### config.mk
export PLATFORM = sky130hd
export DESIGN_NAME = lcg_shuffled_xor_block_cipher_top
export DESIGN_NICKNAME = d
export VERILOG_FILES = /design/src/design/lsx_pkg.sv /design/src/design/lsx_ram.sv /design/src/design/lcg_shuffled_xor_block_cipher_top.sv
export SDC_FILE = /design/constraint.sdc
export NUM_CORES = 2
export LEC_CHECK = 0
export BUFFER_PORTS_ARGS = -buffer_cell sky130_fd_sc_hd__buf_4
export CAP_MARGIN = 20
export CORE_MARGIN = 1.5
export CORE_UTILIZATION = 45
export CTS_BUF_LIST = sky130_fd_sc_hd__clkbuf_8
export DETAILED_ROUTE_END_ITERATION = 10
export GPL_TIMING_DRIVEN = 0
export PLACE_DENSITY_LB_ADDON = 0.1
export SLEW_MARGIN = 25
export SYNTH_ARGS = -nofsm -noshare
export SYNTH_HDL_FRONTEND = slang
export SYNTH_SLANG_ARGS = --single-unit
### constraint.sdc
create_clock -name clk -period 9.6 [get_ports clk]
set_input_delay 0.96 -clock clk [delete_from_list [all_inputs] [get_ports clk]]
set_output_delay 0.96 -clock clk [all_outputs]
set_load 0.02 [all_outputs]
### src/design/lsx_pkg.sv
`timescale 1ns / 1ps
// ----------------------------------------------------------------------------
// lsx_pkg: shared constants and functions of the shuffled XOR byte cipher
// Key permutation table, bit select masks, per-position XOR row, LCG step.
// ----------------------------------------------------------------------------
package lsx_pkg;

    localparam int TABLE_SIZE = 256;
    localparam int TBL_AW     = $clog2(TABLE_SIZE);

    localparam logic [31:0] LCG_MUL = 32'h0003_43fd;
    localparam logic [31:0] LCG_ADD = 32'h0026_9ec3;

    localparam logic [7:0] BIT_SEL [8] = '{
        8'h81, 8'h40, 8'h22, 8'h10, 8'h0a, 8'h04, 8'h02, 8'h01
    };

    localparam logic [7:0] XOR_ROW [8] = '{
        8'h51, 8'hf3, 8'h4c, 8'hd7, 8'h89, 8'hab, 8'h20, 8'h6e
    };

    localparam logic [5:0] PERM_SRC [64] = '{
        6'h07, 6'h18, 6'h10, 6'h0b, 6'h2b, 6'h23, 6'h0f, 6'h17,
        6'h3c, 6'h05, 6'h36, 6'h2e, 6'h01, 6'h1e, 6'h04, 6'h0e,
        6'h3b, 6'h30, 6'h1f, 6'h0c, 6'h16, 6'h1b, 6'h03, 6'h00,
        6'h2c, 6'h24, 6'h38, 6'h33, 6'h27, 6'h39, 6'h31, 6'h29,
        6'h37, 6'h3f, 6'h1c, 6'h13, 6'h3d, 6'h08, 6'h3e, 6'h0d,
        6'h06, 6'h35, 6'h2d, 6'h25, 6'h26, 6'h1d, 6'h15, 6'h34,
        6'h22, 6'h1a, 6'h28, 6'h20, 6'h12, 6'h21, 6'h19, 6'h2f,
        6'h11, 6'h09, 6'h3a, 6'h32, 6'h2a, 6'h0a, 6'h02, 6'h14
    };

    // Byte n of a 64-bit word, byte 0 in the top bits
    function automatic logic [7:0] word_byte(input logic [63:0] w, input logic [2:0] n);
        return w[63 - 8 * int'(n) -: 8];
    endfunction

    function automatic logic [63:0] permute_key(input logic [63:0] k);
        logic [63:0] res;
        logic [5:0]  src;
        logic [7:0]  b;
        res = '0;
        for (int i = 0; i < 64; i++)
        begin
            src = PERM_SRC[i];
            b   = word_byte(k, src[5:3]);
            res[56 - 8 * (i / 8) + (i % 8)] = |(b & BIT_SEL[src[2:0]]);
        end
        return res;
    endfunction

    function automatic logic [7:0] rotr8(input logic [7:0] v, input logic [2:0] r);
        logic [15:0] dbl;
        dbl = {v, v} >> r;
        return dbl[7:0];
    endfunction

    function automatic logic [31:0] lcg_next(input logic [31:0] s);
        return s * LCG_MUL + LCG_ADD;
    endfunction

endpackage

### src/design/lsx_ram.sv
`timescale 1ns / 1ps
// ----------------------------------------------------------------------------
// lsx_ram: generic RAM, one write port, two registered read ports
// Read data holds until the next enabled read on that port.
// ----------------------------------------------------------------------------
module lsx_ram #(
    parameter int WIDTH = 8,
    parameter int DEPTH = 256
) (
    input  logic                     clk,
    input  logic                     we,
    input  logic [$clog2(DEPTH)-1:0] waddr,
    input  logic [WIDTH-1:0]         wdata,
    input  logic                     re_a,
    input  logic [$clog2(DEPTH)-1:0] raddr_a,
    output logic [WIDTH-1:0]         rdata_a,
    input  logic                     re_b,
    input  logic [$clog2(DEPTH)-1:0] raddr_b,
    output logic [WIDTH-1:0]         rdata_b
);

    logic [WIDTH-1:0] mem [DEPTH];

    always_ff @(posedge clk)
    begin
        if (we)
        begin
            mem[waddr] <= wdata;
        end
        if (re_a)
        begin
            rdata_a <= mem[raddr_a];
        end
        if (re_b)
        begin
            rdata_b <= mem[raddr_b];
        end
    end

endmodule

### src/design/lcg_shuffled_xor_block_cipher_top.sv
`timescale 1ns / 1ps
// ----------------------------------------------------------------------------
// lcg_shuffled_xor_block_cipher_top: LCG-shuffled XOR byte cipher
// Data items: one per cycle unless in_stall or out_stall holds them; each
//   result passes the table read, then the output register. A start item
//   builds the schedule: 256 identity writes, then 256 swaps on the table RAM.
// Reset clears key, permuted key, position and block count; the table is
//   undefined until the first start item fills it.
// ----------------------------------------------------------------------------
module lcg_shuffled_xor_block_cipher_top
    import lsx_pkg::*;
(
    input  logic        clk,
    input  logic        rst_n,
    input  logic        key_we,
    input  logic [63:0] key,
    input  logic        in_valid,
    output logic        in_stall,
    input  logic        cmd,
    input  logic [15:0] message_length,
    input  logic [7:0]  data_in,
    output logic        out_valid,
    input  logic        out_stall,
    output logic [7:0]  data_out,
    output logic        in_tail,
    output logic        overrun
);

    localparam logic CMD_START = 1'b0;

    localparam logic [2:0] ST_IDLE = 3'd0;
    localparam logic [2:0] ST_FILL = 3'd1;
    localparam logic [2:0] ST_READ = 3'd2;
    localparam logic [2:0] ST_WR_I = 3'd3;
    localparam logic [2:0] ST_WR_J = 3'd4;

    localparam logic [TBL_AW-1:0] IDX_LAST = TBL_AW'(TABLE_SIZE - 1);

    logic [63:0]       key_reg;
    logic [63:0]       pkey_reg;
    logic [15:0]       pos_reg;
    logic [15:0]       fbb_reg;
    logic [2:0]        state_reg;
    logic [TBL_AW-1:0] idx_reg;
    logic [31:0]       seed_reg;

    logic              s1_valid_reg;
    logic [7:0]        s1_din_reg;
    logic              s1_tail_reg;
    logic              s1_over_reg;
    logic [2:0]        s1_r_reg;

    logic              out_valid_reg;
    logic [7:0]        dout_reg;
    logic              tail_reg;
    logic              over_reg;

    logic              s1_adv;
    logic              accept;
    logic              start_acc;
    logic              data_acc;
    logic              cur_tail;
    logic              cur_over;

    logic              ram_we;
    logic [TBL_AW-1:0] ram_waddr;
    logic [7:0]        ram_wdata;
    logic              ram_re_a;
    logic [TBL_AW-1:0] ram_raddr_a;
    logic [7:0]        ram_rdata_a;
    logic [7:0]        ram_rdata_b;
    logic [TBL_AW-1:0] j_idx;

    assign s1_adv    = s1_valid_reg && (!out_valid_reg || !out_stall);
    // Start waits for an empty table-read stage so the table and key stay put
    assign in_stall  = (state_reg != ST_IDLE) ||
                       (s1_valid_reg && ((cmd == CMD_START) || !s1_adv));
    assign accept    = in_valid && !in_stall;
    assign start_acc = accept && (cmd == CMD_START);
    assign data_acc  = accept && (cmd != CMD_START);

    assign cur_tail  = (pos_reg >= fbb_reg);
    assign cur_over  = !cur_tail && (pos_reg[15:TBL_AW] != '0);

    assign j_idx     = seed_reg[16 +: TBL_AW];

    always_comb
    begin
        ram_we    = 1'b0;
        ram_waddr = idx_reg;
        ram_wdata = ram_rdata_b;
        case (state_reg)
            ST_FILL:
            begin
                ram_we    = 1'b1;
                ram_wdata = 8'(idx_reg);
            end
            ST_WR_I:
            begin
                ram_we = 1'b1;
            end
            ST_WR_J:
            begin
                ram_we    = 1'b1;
                ram_waddr = j_idx;
                ram_wdata = ram_rdata_a;
            end
            default:
            begin
                ram_we = 1'b0;
            end
        endcase
    end

    assign ram_re_a    = (state_reg == ST_READ) || data_acc;
    assign ram_raddr_a = (state_reg == ST_IDLE) ? pos_reg[TBL_AW-1:0] : idx_reg;

    lsx_ram #(
        .WIDTH (8),
        .DEPTH (TABLE_SIZE)
    ) u_table (
        .clk     (clk),
        .we      (ram_we),
        .waddr   (ram_waddr),
        .wdata   (ram_wdata),
        .re_a    (ram_re_a),
        .raddr_a (ram_raddr_a),
        .rdata_a (ram_rdata_a),
        .re_b    (state_reg == ST_READ),
        .raddr_b (j_idx),
        .rdata_b (ram_rdata_b)
    );

    // Control and schedule state
    always_ff @(posedge clk or negedge rst_n)
    begin
        if (!rst_n)
        begin
            key_reg       <= '0;
            pkey_reg      <= '0;
            pos_reg       <= '0;
            fbb_reg       <= '0;
            state_reg     <= ST_IDLE;
            idx_reg       <= '0;
            seed_reg      <= '0;
            s1_valid_reg  <= 1'b0;
            out_valid_reg <= 1'b0;
        end
        else
        begin
            if (key_we)
            begin
                key_reg <= key;
            end

            if (start_acc)
            begin
                pkey_reg  <= permute_key(key_reg);
                fbb_reg   <= {message_length[15:3], 3'b000};
                pos_reg   <= '0;
                seed_reg  <= lcg_next(key_reg[63:32] ^ key_reg[31:0]);
                idx_reg   <= '0;
                state_reg <= ST_FILL;
            end
            else
            begin
                case (state_reg)
                    ST_FILL:
                    begin
                        idx_reg <= idx_reg + 1'b1;
                        if (idx_reg == IDX_LAST)
                        begin
                            state_reg <= ST_READ;
                        end
                    end
                    ST_READ:
                    begin
                        state_reg <= ST_WR_I;
                    end
                    ST_WR_I:
                    begin
                        state_reg <= ST_WR_J;
                    end
                    ST_WR_J:
                    begin
                        // advance LCG for the next swap
                        seed_reg <= lcg_next(seed_reg);
                        idx_reg  <= idx_reg + 1'b1;
                        if (idx_reg == IDX_LAST)
                        begin
                            state_reg <= ST_IDLE;
                        end
                        else
                        begin
                            state_reg <= ST_READ;
                        end
                    end
                    default:
                    begin
                        state_reg <= ST_IDLE;
                    end
                endcase
            end

            // saturate position at the top
            if (data_acc && (pos_reg != 16'hffff))
            begin
                pos_reg <= pos_reg + 16'd1;
            end

            if (data_acc)
            begin
                s1_valid_reg <= 1'b1;
            end
            else if (s1_adv)
            begin
                s1_valid_reg <= 1'b0;
            end

            if (s1_adv)
            begin
                out_valid_reg <= 1'b1;
            end
            else if (!out_stall)
            begin
                out_valid_reg <= 1'b0;
            end
        end
    end

    // Payload registers
    always_ff @(posedge clk)
    begin
        if (data_acc)
        begin
            s1_din_reg  <= data_in;
            s1_tail_reg <= cur_tail;
            s1_over_reg <= cur_over;
            s1_r_reg    <= pos_reg[2:0];
        end
        if (s1_adv)
        begin
            tail_reg <= s1_tail_reg;
            over_reg <= s1_over_reg;
            if (s1_tail_reg || s1_over_reg)
            begin
                dout_reg <= s1_din_reg;
            end
            else
            begin
                dout_reg <= s1_din_reg ^ ram_rdata_a ^
                            rotr8(word_byte(pkey_reg, s1_r_reg), s1_r_reg) ^
                            XOR_ROW[s1_r_reg];
            end
        end
    end

    assign out_valid = out_valid_reg;
    assign data_out  = dout_reg;
    assign in_tail   = tail_reg;
    assign overrun   = over_reg;

endmodule

==> flow_summary_export.csv <==
group,metric,value,unit
clocking,insertion_delay,1.24,ns
floorplanning,pin_count,106,
hold_path,min_path_type,"input pin to register",
synth,synthXorXnorAreaFrac,1.14,%
floorplanning,die-area,265000,sq um
timing,fin_skew,0.102,ns
cells_and_area,final_cell_mix,"2087 x edfxtp_1, 1801 x nand2_1, 828 x mux4_2",
cells_and_area,drive_gt1_share,24.5,%
synth,asyncSetResetFlopFracSynth,8.51,%
worst_setup_path,crit_type,"register to register",
synth,ys_ff_latch,2281,
global_route,antenna_found_initial,122,
synth,synth_fa_ha_area_share,6.04,%
clocking,cts_root_buf,"clkbuf_8",
synth,synth_top_family_by_area,"multiplexers",
clocking,cts_resized,0,
timing,fmax,115,MHz
timing,fin_tns_setup,0,ns
routing,vias,95500,
timing,drv_slew,0,
worst_setup_path,cp.arrival,9.79,ns
cells_and_area,area_growth,17.4,%
global_route,grt_first_pass_wirelength,852000,um
routing,first_pass_iters,7,
global_route,grt_overflow_total,0,
synth,ys_seq_area_share,57.2,%
synth,synth_edf_count,2087,
clocking,clockBufferDepth,4,
floorplanning,start_util,45.4,%
cells_and_area,fin_nets,10100,
worst_setup_path,rrSetupSlack,0.88,ns
synth,synth.distinct_cells,72,
worst_setup_path,path_max_fanout,10,
synth,synth-simple-area-share,11.7,%
synth,synth_compound_area_share,3.31,%
placement,gp_congestion,1.14,
synth,syn_nets,9270,
synth,synthesis.area,118000,sq um
cells_and_area,largest_reg_flops,2048,
timing,finalSetupViolCount,0,
timing,hold_viol,0,
timing,maxSlewHeadroom,7.62,%
cells_and_area,final_area,139000,sq um
placement,portBuffers,101,
timing,timing.final.crit_share,90.8,%
routing,drt-vias-per-instance,7.10,
routing,avgRoutedWirePerCell,49.9,um
floorplanning,core,260000,sq um
timing,rsz0062_at_grt,"false",
clocking,cts_buffers,396,
placement,place_ws,1.32,ns
floorplanning,rows,187,
floorplanning,dieHeight,515,um
synth,synth_top_flop_cell,"edfxtp_1",
run_status,status,"completed",
timing,fin_crit,8.72,ns
synth,syn_avg_cell_area,13.5,sq um
routing,ant_nets,0,
global_route,grt_max_degree,95,
clocking,clkTransAtPathRegs,0.06,ns
clocking,h-tree-depth,5,
global_route,grt_pass1_vias,87400,
global_route,grt_util_all_layers,50.1,%
clocking,cts.sinks,2281,
placement,place_hpwl,515000,um
worst_setup_path,startpoint_type,"register",
floorplanning,die_w,515,um
timing,worst_pin_slew,1.38,ns
placement,placed_area,131000,sq um
synth,postSynthCellCount,8738,
synth,synthMuxAreaShare,17.1,%
worst_setup_path,worst_setup_path_end_kind,"register",
timing,timing.hold.ws,0.0386,ns
routing,dr.first_iter.drc_count,18700,
flow_run,drv_cap,0,
clocking,cts_tree,"yes",
timing,worst_slack,0.879,ns
cells_and_area,layout_commonest_cell,"edfxtp_1",
worst_setup_path,crit_required,10.67,ns
synth,ys.warnings.count,0,
routing,wl,671000,um
routing,drc,0,
[routing by layer]
layer / GRT usage, % / share of wire [%]
met4: 39.2 / 9.8
met3: 25.9 / 17
met1: 59.0 / 33
met2: 68.4 / 40
met5: 0.438 / 0.18
[synth_stat cells (13+ instances only)]
master     count  area, sq um
dfrtp_1      194         4850
and4_1        15          131
and3_1        97          607
buf_1        103          387
a2111oi_0     15          131
a22oi_1       43          323
a21oi_1      161          806
fa_1         220         4400
a21o_1        22          165
nand2_1     1814         6810
a211oi_1      13         97.6
xnor2_1      102          893
o21ai_0      118          591
nor3_1        29          145
buf_2        103          515
edfxtp_1    2087        62700
clkbuf_1     353         1330
a31oi_1      103          644
xor2_1        49          429
nand4_1       42          263
nand3_1      784         3920
mux2_2        74          833
nor4_1        20          125
buf_4         21          158
mux2i_1       68          681
nor2_1       380         1430
a32oi_1       39          342
mux4_2       828        18600
nand2b_1      16          100
ha_1         218         2730
o22ai_1       22          138
inv_1        454         1700
[cells by family (layout without fill, tap and decap cells)]
logic type,Yosys count,after routing
flops,2281,2281
mux,971,971
compound gates,615,615
fa+ha+maj,438,438
other cells,0,95
simple gates,3240,3240
xor+xnor,152,152
buf+inv,1041,2155
[through the flow]
stage / util (%) / std cells
global placement: 47.4 / 12300
CTS: 53.1 / 13300
global route: 53.2 / 13400
finish: 53.3 / 13400
detailed placement: 50.3 / 12600
floorplan: - / 8738
[critical path, stage by stage (launching register included)]
cell and delay [ns]:
dfrtp_1 0.44, clkbuf_1 0.75, buf_2 0.73, clkbuf_1 0.80, clkbuf_2 0.78, inv_1 0.43, fa_1 0.61, fa_1 0.52
inv_1 0.06, fa_1 0.53, inv_1 0.05, fa_1 0.48, inv_1 0.04, ha_1 0.33, and3_1 0.22, and2_1 0.19
a221o_1 0.32, nand3_1 0.09, o211ai_1 0.19, o41ai_1 0.42, xnor2_1 0.25, nand2_1 0.15, a22oi_1 0.19
[area by class of cell]
type	instances	area [sq um]
Fill cell	22000	122000
Buffer	583	2810
Sequential cell	2281	67500
Antenna cell	95	238
Clock inverter	314	1840
Multi-Input combinational cell	5416	47200
Tap cell	3496	4370
Inverter	458	1720
Clock buffer	408	5620
Timing Repair Buffer	392	7350
[final timing paths]
check | from | to | cells past startpoint
max in group asynchronous | rst_n | key_reg[61] | 4
worst max-delay path | seed_reg[17] | seed_reg[22] | 22
worst max register to register | seed_reg[17] | seed_reg[22] | 22
min in group asynchronous | rst_n | seed_reg[0] | 2
worst min-delay path | data_in[5] | s1_din_reg[5] | 1
worst min register to register | s1_over_reg | overrun | 0
[timing repair]
action,CTS,global route
buffers inserted,0,0
endpoints found under the hold margin,31,0
hold buffers,8,0
Power is not shown: default switching activity piles up to over one toggle a cycle in this logic, so the estimate is an artifact.
